## src/sv/lsbc_pkg.sv

```systemverilog
// Package for the LED state and blink controller core.
// Holds word types, command and mode codes, control handshake structs and
// the controller state type. No dependencies.
package lsbc_pkg;

	localparam int IDX_W     = 5;
	localparam int CODE_W    = 3;
	localparam int PACK_LEDS = 18;
	localparam int PACK_W    = PACK_LEDS * CODE_W;
	localparam int PIN_W     = 18;
	localparam int SEL_W     = 6;

	typedef enum logic [2:0] {
		CMD_SET_ONE   = 3'd0,
		CMD_SET_ALL   = 3'd1,
		CMD_FORCE_OFF = 3'd2,
		CMD_FORCE_ON  = 3'd3,
		CMD_TOGGLE    = 3'd4,
		CMD_TICK      = 3'd5,
		CMD_READ      = 3'd6
	} led_cmd_t;

	localparam logic [CODE_W-1:0] CODE_OFF  = 3'd0;
	localparam logic [CODE_W-1:0] CODE_SLOW = 3'd5;
	localparam logic [CODE_W-1:0] CODE_FAST = 3'd6;
	localparam logic [CODE_W-1:0] CODE_ON   = 3'd7;

	typedef struct packed {
		logic [2:0]        command;
		logic [IDX_W-1:0]  led_index;
		logic [CODE_W-1:0] state_code;
		logic              store_code;
		logic              force_flag;
		logic [PACK_W-1:0] all_codes;
	} in_word_t;

	typedef struct packed {
		logic [PIN_W-1:0]  pin_levels;
		logic [CODE_W-1:0] led_code_read;
		logic              state_matches;
	} out_word_t;

	typedef struct packed {
		logic load;
		logic exec;
		logic walk;
		logic out_load;
	} ctl_cmd_t;

	typedef struct packed {
		logic walk_cmd;
		logic last;
		logic out_free;
	} ctl_sts_t;

	typedef enum logic [1:0] {
		ST_IDLE,
		ST_EXEC,
		ST_WALK,
		ST_READ
	} ctl_state_t;

	function automatic logic drive_level(input logic [CODE_W-1:0] code, input logic cur);
		logic lvl;
		lvl = cur;
		if (code == CODE_ON) begin
			lvl = 1'b1;
		end else if (code == CODE_OFF) begin
			lvl = 1'b0;
		end
		return lvl;
	endfunction

endpackage

```

## src/sv/lsbc_ctrl.sv

```systemverilog
// Controller state machine of the LED state and blink controller core.
// Sequences accept, single-LED execute, per-LED walk and result load.
// Depends on lsbc_pkg.
module lsbc_ctrl (
	input  logic              clk,
	input  logic              arst_n,
	input  logic              in_valid,
	output logic              in_stall,
	input  lsbc_pkg::ctl_sts_t sts,
	output lsbc_pkg::ctl_cmd_t cmd
);
	import lsbc_pkg::*;

	ctl_state_t state_q;
	ctl_state_t state_d;

	always_ff @(posedge clk or negedge arst_n) begin
		if (!arst_n) begin
			state_q <= ST_IDLE;
		end else begin
			state_q <= state_d;
		end
	end

	always_comb begin
		state_d = state_q;
		case (state_q)
			ST_IDLE: begin
				if (in_valid) begin
					state_d = ST_EXEC;
				end
			end
			ST_EXEC: begin
				state_d = sts.walk_cmd ? ST_WALK : ST_READ;
			end
			ST_WALK: begin
				if (sts.last) begin
					state_d = ST_READ;
				end
			end
			ST_READ: begin
				if (sts.out_free) begin
					state_d = ST_IDLE;
				end
			end
			default: begin
				state_d = ST_IDLE;
			end
		endcase
	end

	always_comb begin
		cmd      = '0;
		in_stall = 1'b1;
		case (state_q)
			ST_IDLE: begin
				in_stall = 1'b0;
				cmd.load = in_valid;
			end
			ST_EXEC: begin
				cmd.exec = !sts.walk_cmd;
			end
			ST_WALK: begin
				cmd.walk = 1'b1;
			end
			ST_READ: begin
				cmd.out_load = sts.out_free;
			end
			default: begin
				cmd = '0;
			end
		endcase
	end

endmodule

```

## src/sv/lsbc_dp.sv

```systemverilog
// Datapath of the LED state and blink controller core.
// Holds mode codes, pin levels, force masks, blink phases and the output word.
// Depends on lsbc_pkg.
module lsbc_dp #(
	parameter int LED_COUNT = 18
) (
	input  logic                clk,
	input  logic                arst_n,
	input  lsbc_pkg::in_word_t  in_word,
	input  lsbc_pkg::ctl_cmd_t  cmd,
	output lsbc_pkg::ctl_sts_t  sts,
	input  logic                out_stall,
	output logic                out_valid,
	output lsbc_pkg::out_word_t out_word
);
	import lsbc_pkg::*;

	localparam int AW = (LED_COUNT > 1) ? $clog2(LED_COUNT) : 1;

	in_word_t          in_q;
	out_word_t         out_q;
	logic              out_valid_q;
	logic [CODE_W-1:0] codes_q [LED_COUNT];
	logic [LED_COUNT-1:0] pins_q;
	logic [LED_COUNT-1:0] off_q;
	logic [LED_COUNT-1:0] on_q;
	logic              slow_q;
	logic              fast_q;
	logic [AW-1:0]     cnt_q;

	logic [IDX_W-1:0]  addr;
	logic [AW-1:0]     pa;
	logic              idx_ok;
	logic [CODE_W-1:0] cur_code;
	logic [CODE_W-1:0] pack_code;
	logic              phase;
	logic              pin_we;
	logic              pin_val;
	logic              code_we;
	logic [CODE_W-1:0] code_val;
	logic [LED_COUNT-1:0] off_d;
	logic [LED_COUNT-1:0] on_d;
	logic              flip;
	logic [PIN_W-1:0]  levels;
	logic [CODE_W-1:0] rb_code;
	out_word_t         out_d;

	always_comb begin
		addr     = cmd.walk ? IDX_W'(cnt_q) : in_q.led_index;
		pa       = addr[AW-1:0];
		idx_ok   = in_q.led_index < IDX_W'(LED_COUNT);
		cur_code = codes_q[pa];
		pack_code = (IDX_W'(cnt_q) < IDX_W'(PACK_LEDS)) ?
			in_q.all_codes[SEL_W'(cnt_q) * SEL_W'(CODE_W) +: CODE_W] : CODE_OFF;
		phase    = (in_q.state_code == CODE_SLOW) ? slow_q : fast_q;
	end

	always_comb begin
		pin_we   = 1'b0;
		pin_val  = pins_q[pa];
		code_we  = 1'b0;
		code_val = in_q.state_code;
		off_d    = off_q;
		on_d     = on_q;
		flip     = 1'b0;
		if (cmd.exec && idx_ok) begin
			case (in_q.command)
				CMD_SET_ONE: begin
					pin_we  = 1'b1;
					pin_val = drive_level(in_q.state_code, pins_q[pa]);
					code_we = in_q.store_code;
				end
				CMD_FORCE_OFF: begin
					pin_we = 1'b1;
					if (in_q.force_flag) begin
						off_d[pa] = addr < IDX_W'(PIN_W);
						pin_val   = 1'b0;
					end else begin
						off_d[pa] = 1'b0;
						pin_val   = drive_level(cur_code, pins_q[pa]);
					end
				end
				CMD_FORCE_ON: begin
					pin_we = 1'b1;
					if (in_q.force_flag) begin
						on_d[pa] = addr < IDX_W'(PIN_W);
						pin_val  = 1'b1;
					end else begin
						on_d[pa] = 1'b0;
						pin_val  = drive_level(cur_code, pins_q[pa]);
					end
				end
				CMD_TOGGLE: begin
					pin_we  = 1'b1;
					pin_val = ~pins_q[pa];
				end
				default: begin
					pin_we = 1'b0;
				end
			endcase
		end
		if (cmd.walk) begin
			case (in_q.command)
				CMD_SET_ALL: begin
					pin_we   = 1'b1;
					pin_val  = drive_level(pack_code, pins_q[pa]);
					code_we  = 1'b1;
					code_val = pack_code;
				end
				CMD_TICK: begin
					if (cur_code == in_q.state_code && !off_q[pa]) begin
						pin_we  = 1'b1;
						pin_val = phase;
					end
					flip = sts.last;
				end
				default: begin
					pin_we = 1'b0;
				end
			endcase
		end
	end

	for (genvar n = 0; n < PIN_W; n++) begin : g_lvl
		if (n < LED_COUNT) begin : g_on
			assign levels[n] = pins_q[n];
		end else begin : g_off
			assign levels[n] = 1'b0;
		end
	end

	always_comb begin
		rb_code             = idx_ok ? cur_code : CODE_OFF;
		out_d.pin_levels    = levels;
		out_d.led_code_read = rb_code;
		out_d.state_matches = idx_ok && (rb_code == in_q.state_code);
	end

	always_comb begin
		sts.walk_cmd = (in_q.command == CMD_SET_ALL) ||
			((in_q.command == CMD_TICK) &&
			 ((in_q.state_code == CODE_SLOW) || (in_q.state_code == CODE_FAST)));
		sts.last     = cnt_q == AW'(LED_COUNT - 1);
		sts.out_free = !out_valid_q || !out_stall;
	end

	always_ff @(posedge clk) begin
		if (cmd.load) begin
			in_q <= in_word;
		end
		if (cmd.out_load) begin
			out_q <= out_d;
		end
	end

	always_ff @(posedge clk or negedge arst_n) begin
		if (!arst_n) begin
			for (int i = 0; i < LED_COUNT; i++) begin
				codes_q[i] <= CODE_OFF;
			end
			pins_q      <= '0;
			off_q       <= '0;
			on_q        <= '0;
			slow_q      <= 1'b1;
			fast_q      <= 1'b1;
			cnt_q       <= '0;
			out_valid_q <= 1'b0;
		end else begin
			if (pin_we) begin
				pins_q[pa] <= pin_val;
			end
			if (code_we) begin
				codes_q[pa] <= code_val;
			end
			off_q <= off_d;
			on_q  <= on_d;
			if (flip) begin
				if (in_q.state_code == CODE_SLOW) begin
					slow_q <= ~slow_q;
				end else begin
					fast_q <= ~fast_q;
				end
			end
			if (cmd.load) begin
				cnt_q <= '0;
			end else if (cmd.walk) begin
				cnt_q <= cnt_q + AW'(1);
			end
			if (cmd.out_load) begin
				out_valid_q <= 1'b1;
			end else if (!out_stall) begin
				out_valid_q <= 1'b0;
			end
		end
	end

	assign out_valid = out_valid_q;
	assign out_word  = out_q;

endmodule

```

## src/sv/led_state_blink_controller_core.sv

```systemverilog
// LED state and blink controller core: top level, controller plus datapath.
// Single-LED commands: accept, execute, result load. Set all and slow or
// fast blink tick: accept, LED walk (one LED per walk cycle), result load.
// Result load waits for a free output; no new word is accepted until then.
// Reset: asynchronous; codes off, pins low, masks clear, both phases on.
module led_state_blink_controller_core #(
	parameter int LED_COUNT = 18
) (
	input  logic                clk,
	input  logic                arst_n,
	input  logic                in_valid,
	output logic                in_stall,
	input  lsbc_pkg::in_word_t  in_word,
	output logic                out_valid,
	input  logic                out_stall,
	output lsbc_pkg::out_word_t out_word
);
	import lsbc_pkg::*;

	ctl_cmd_t cmd;
	ctl_sts_t sts;

	lsbc_ctrl u_ctrl (
		.clk      (clk),
		.arst_n   (arst_n),
		.in_valid (in_valid),
		.in_stall (in_stall),
		.sts      (sts),
		.cmd      (cmd)
	);

	lsbc_dp #(
		.LED_COUNT (LED_COUNT)
	) u_dp (
		.clk       (clk),
		.arst_n    (arst_n),
		.in_word   (in_word),
		.cmd       (cmd),
		.sts       (sts),
		.out_stall (out_stall),
		.out_valid (out_valid),
		.out_word  (out_word)
	);

	a_busy_after_accept: assert property (@(posedge clk) disable iff (!arst_n)
		in_valid && !in_stall |=> in_stall)
		else $error("accepted word did not make the core busy");

	a_one_command: assert property (@(posedge clk) disable iff (!arst_n)
		$onehot0({cmd.load, cmd.exec, cmd.walk, cmd.out_load}))
		else $error("controller issued overlapping commands");

	a_walk_only_for_walk_cmd: assert property (@(posedge clk) disable iff (!arst_n)
		cmd.walk |-> sts.walk_cmd)
		else $error("LED walk on a single-LED command");

endmodule

```

## config.mk

```make
export PLATFORM = sky130hd
export DESIGN_NAME = led_state_blink_controller_core
export DESIGN_NICKNAME = d
export VERILOG_FILES = /design/src/sv/lsbc_pkg.sv /design/src/sv/lsbc_ctrl.sv /design/src/sv/lsbc_dp.sv /design/src/sv/led_state_blink_controller_core.sv
export SDC_FILE = /design/constraint.sdc
export NUM_CORES = 1
export LEC_CHECK = 0
export BUFFER_PORTS_ARGS = -buffer_cell sky130_fd_sc_hd__buf_2
export CORE_ASPECT_RATIO = 1.5
export CORE_MARGIN = 2
export CORE_UTILIZATION = 50
export CTS_BUF_LIST = sky130_fd_sc_hd__clkbuf_4
export DETAILED_ROUTE_END_ITERATION = 7
export HOLD_SLACK_MARGIN = 0.1
export PLACE_DENSITY = 0.79
export SLEW_MARGIN = 20
export SYNTH_ARGS = -nofsm -noshare
export SYNTH_HDL_FRONTEND = slang
export SYNTH_SLANG_ARGS = --single-unit
export TNS_END_PERCENT = 10
```

## constraint.sdc

```tcl
create_clock -name clk -period 3.8 [get_ports clk]
set_input_delay 0.76 -clock clk [delete_from_list [all_inputs] [get_ports clk]]
set_output_delay 0.76 -clock clk [all_outputs]
set_load 0.02 [all_outputs]
```

== Word level (Yosys, flattened, before mapping) ==
Cells that the tools add are included.
Word-level totals
  latch bits: 0
  bits in read-only memories: 0
  memories: 0
  register bits: 189
  bits in writable memories: 0
  input bits: 71
Cells by class
  $mul: 1
  reduce and logical (&&, ||, !) cells: 24
  $lt $le $gt $ge: 7
  bitwise logic cells: 7
  eq/ne operators: 20
  multiplexer cells: 59
  shifts and indexed selects: 1
  div/mod/pow operators: 0
  $add $sub $neg: 1
Operators by type and width (number)
  54-bit bitwise mux: 1
  54-bit by 7-bit variable part select with 3-bit output: 1
  18-bit bitwise mux: 2
  1-bit two-way mux: 33
  3-bit equality test, second input constant: 7
  3-bit two-way mux: 7
  18-bit AND: 1
  18-bit two-way mux: 1
  18-bit NOT: 1
  3-bit binary-select mux with 5-bit select: 1
  3-bit demux with 5-bit select: 1
  5-bit < comparator, second input constant: 3
  5-bit two-way mux: 3
  3-bit zero test: 4
  1-bit binary-select mux with 5-bit select: 2
  2-bit one-hot mux with 4 select lines: 1
  3-bit by 2-bit equality test with 1-bit output, second input constant: 2
  3-bit equality test: 2
  6-bit greater-or-equal comparator, second input constant: 1
  1-bit logical AND: 6
  5-bit by 6-bit < comparator with 1-bit output, second input constant: 1
  6-bit by 1-bit < comparator with 1-bit output, second input constant: 1
  5-bit by 2-bit multiplier with 6-bit output, second input constant: 1
  2-bit two-way mux: 3
  20 further kinds: 34

== Logic depth before layout (Yosys ltp) ==
  depth after elaboration: 17
  gate-level depth with buffers: 15
  mapped depth without buffers: 11

== Hierarchy ==
A second synthesis with hierarchy kept.
Unflattened totals
  cells, all modules: 858
  area total of the unflattened synthesis: 9857.0 um2
By module, submodules not included
  lsbc_dp: times used 1, cells each 836, sequential area each 5127.4 um2, area each 9626.7 um2
  lsbc_ctrl: times used 1, cells each 22, sequential area each 50.0 um2, area each 230.2 um2

== Least setup slack after synthesis ==
OpenSTA, ideal clock, no wires.
  path type: register to register
  start point: reg u_dp.cnt_q[1]
  end point: reg u_dp.pins_q[16], in the netlist u_dp.levels[16]
  setup slack: 0.135 ns
  arrival time: 3.538 ns
  stages on the path, launching flop included: 13
  buffers on the path: 2
  required time: 3.673 ns
  cell sequence: dfrtp_1 ha_1 fa_1 xor2_1 buf_1 mux4_2 mux2_2 o211ai_2 a31oi_1 o311a_1 a311oi_4 buf_6 a31oi_1
Between the ends
  word-level cells in the longest chain between the ends: 15
Ends and longest elaborated chain
  start, declared: line lsbc_dp.sv:29  | logic [AW-1:0] cnt_q;
  start signal, assigned: line lsbc_dp.sv:187  | cnt_q <= cnt_q + AW'(1);
  branches (longest 15 deep; another with 5-bit by 2-bit multiplier with 6-bit output)
  end signal, assigned by index: line lsbc_dp.sv:170  | pins_q[pa] <= pin_val;
  end, declared: line lsbc_dp.sv:24  | logic [LED_COUNT-1:0] pins_q;
Parallel ways; which one is timed is not known. The select of a mux whose other input is x is not followed.
A chain may end at the register's enable or synchronous reset.

== Worst setup path in the final report ==
  start point: reg u_dp.cnt_q[0]
  end point: reg u_dp.pins_q[15], in the netlist u_dp.levels[15]
Same word-level chain as after synthesis.

==> flow_metrics.tcl <==
set metrics [dict create \
    synth-warning-count 0 \
    num_io_pins 95 \
    yosysUniqueCellTypes 67 \
    die_w_microns 118 \
    rsz_0062_raised_after_global_routing "no" \
    worst_setup_hold_path_clk_slew_ns 0.16 \
    synth_top_cells_by_count "nor2_1, a21oi_1, dfrtp_1" \
    core_sq_mm 0.0192 \
    final.setup_skew_ns 0.0245 \
    ctsHtreeMaxLevel 4 \
    synth_seq_cells 189 \
    grt_antenna_before_repair 2 \
    synth_edf_count 89 \
    top_cells_by_area_synth "edfxtp_1, dfrtp_1, mux4_2" \
    hold_path.class "primary input to async pin" \
    post-synth-top-count-cell "nor2_1" \
    postSynthAreaPerCell_sq_um 11.5 \
    crit_path_max_fanout 54 \
    numPortBuffers 94 \
    fmax_ghz 0.270 \
    routedWlPerCell_microns 18.8 \
    period_share 0.975 \
    critPathArrivalTime_ns 4.20 \
    fp.dieH_microns 175 \
    start_kind "flop" \
    wirelength_mm 23.1 \
    top_flip_flop_cell_by_instance_count_after_synthesis "dfrtp_1" \
    worst_r2r_endpoint "u_dp.levels[15]" \
    globalRoute.totalOverflow 0 \
    syn_area_sq_mm 0.00976 \
    ff2ff_setup_slack_ns 0.1 \
    routed_via_density 6.02 \
    endpoint_kind "flop" \
    grt_use_total 0.234 \
    power.ir.vdd_worst_v 0.000441 \
    power_per_cell_area_mw_per_mm2 761 \
    drc 0 \
    drt-pass1-iter-count 5 \
    hold_viol 0 \
    clock_path_buffers 2 \
    setup_tns_ns 0 \
    post_dp_cell_area_sq_mm 0.0107 \
    max_cap_viol_count 0 \
    criticalPathCategory "flop to flop" \
    initial_core_util 0.509 \
    dieArea_sq_mm 0.0207 \
    timing.max_slew.rel_slack 0.375 \
    cts_tree "done" \
    worst_max_slew_pin_slew_ns 0.937 \
    synth_top_area_share 0.274 \
    syn-num-nets 931 \
    report.power.total_mw 8.43 \
    synthArstFlopShare 0.529 \
    num_cts_buffers 17 \
    seq_area_frac_synth 0.531 \
    worst-r2r-cell-count 13 \
    outcome "complete, no violations" \
    detail-route-antenna-nets 0 \
    yosysTopAreaCell "edfxtp_1" \
    finalWorstPathRequiredPeriod_ns 3.70 \
    global_placement_routability_congestion 0.983 \
    grt_first_pass_wirelength_mm 37.5 \
    maxSlewViolCount 0 \
    via_total_after_detailed_routing 7386 \
    post_cts_hold_buffer_count 0 \
    fin_area_sq_mm 0.0111 \
    via_count_of_the_first_global_routing_pass 7257 \
    clock-sinks 189 \
    clock-root-buffer "clkbuf_4" \
    area_growth_pct 13.5 \
    cp_data_required_time_ns 4.29 \
    synthesis.instances 846 \
    power.static_leakage_nw 4.45 \
    timing.rr.start "u_dp.cnt_q[0]" \
    final_layout_size_suffix_gt1_frac 0.265 \
    insertion_delay_ns 0.60 \
    detailed_place_hpwl_mm 17.4 \
    floorplan.rows 62 \
    first_iter_violations 520 \
    timing.final.setup_violations 0 \
    grt_max_degree 73 \
    final_net_count 1042 \
]
==> cells by family after synthesis <==
family	Yosys count	synth area share
muxes	78	0.136
and+or+nand+nor	274	0.132
AOI/OAI and AO/OA	227	0.145
DFF	189	0.531
buffers and inverters	52	0.0263
adders and majority gates	14	0.0187
xor gates and xnor gates	12	0.0108
==> state kept, by name, summed over array words and instances, names as in the netlist <==
| register | count |
|---|---|
| u_dp.out_word | 22 |
| u_ctrl.state_q | 2 |
| u_dp.off_q | 18 |
| u_dp.out_valid | 1 |
| u_dp.in_q | 67 |
| u_dp.slow_q | 1 |
| u_dp.levels | 18 |
| u_dp.cnt_q | 5 |
| u_dp.codes_q | 54 |
| u_dp.fast_q | 1 |
==> cell usage in the layout, fill, tap and decap left out, types with 6 or more instances in the layout <==
master,Yosys,final
buf_12,0,6
inv_1,11,11
a21o_1,10,10
nor3b_1,7,7
nand4_1,6,6
xor2_1,7,6
nor2_1,126,126
buf_4,3,33
edfxtp_1,89,89
o21ai_0,29,28
buf_2,10,93
a22oi_1,8,8
and3b_1,6,6
mux2_2,22,22
dfrtp_1,98,97
a21oi_1,104,104
a21boi_0,10,9
clkbuf_4,0,19
nand2_1,51,51
ha_1,13,12
mux4_2,41,41
mux2i_1,14,14
a31oi_1,22,22
nor3_1,16,15
nand3_1,23,23
==> what timing repair did <==
item                       4_1_cts  5_1_grt
setup buffers                    0        2
pin swaps                        0        1
hold endpoints to repair         0        0
gates resized for setup          1       10
setup endpoints to repair        3       18
==> worst max path at each step <==
| stage | startpoint | endpoint | slack (ns) | cells after the start |
|---|---|---|---|---|
| 6_report | u_dp.cnt_q[0] | u_dp.levels[15] | 0.1 | 13 |
| 5_1_grt | u_dp.cnt_q[0] | u_dp.levels[5] | 0.0004 | 13 |
| 4_1_cts | u_ctrl.state_q[0] | u_dp.levels[0] | 0.08 | 13 |
| 3_5_place_dp | u_ctrl.state_q[0] | u_dp.levels[7] | 0.03 | 12 |
| 3_3_place_gp | u_ctrl.state_q[0] | u_dp.levels[6] | 0.18 | 12 |
| 2_1_floorplan | u_dp.cnt_q[1] | u_dp.levels[16] | 0.13 | 12 |
==> per-stage QoR <==
| step | instances | utilization | hold WS (ns) | worst slack (ns) |
|---|---|---|---|---|
| after floorplan | 846 | - | 0.447 | 0.135 |
| after global placement | 1192 | 0.557 | 0.484 | 0.184 |
| after detailed placement | 1192 | 0.557 | 0.491 | 0.0252 |
| after CTS | 1224 | 0.573 | 0.258 | 0.0778 |
| after global routing | 1227 | 0.578 | 0.263 | 0.000351 |
| final | 1227 | 0.578 | 0.265 | 0.0969 |
==> routing by layer <==
layer  part of all wire  up-vias  global-route usage  routed length, microns
li1                   -     3416                   -                       -
met3              0.058       91              0.0483                    1330
met2               0.53      313               0.417                   12200
met5                  0        -                   0                       0
met4              0.062        0               0.146                    1430
met1               0.35     3566               0.254                    8120
==> worst max-delay path: stages (launching register included) <==
cell      delay, ns
dfrtp_2        0.46
buf_12         0.23
ha_1           0.37
buf_12         0.23
mux4_2         0.32
and3_1         0.19
a31oi_1        0.17
a31oi_1        0.10
o21ai_0        0.28
a31oi_1        0.18
o311a_1        0.43
a311oi_4       0.31
buf_12         0.19
a31oi_1        0.10
==> power by group <==
group	leakage (nW)	total, mW	internal (mW)	switching [mW]
clock	0.158	1.09	0.368	0.720
sequential	2.18	3.13	2.73	0.399
combinational	2.12	4.21	1.84	2.37
==> final cells by class <==
cell class	instances	area, sq um
Fill cell	1564	8090
Antenna cell	1	2.50
Sequential cell	189	5180
Multi-Input combinational cell	605	4390
Inverter	11	41.3
Clock inverter	13	146
Clock buffer	19	143
Tap cell	256	320
Timing Repair Buffer	133	845
No activity file was read; power rests on OpenSTA's default activity.
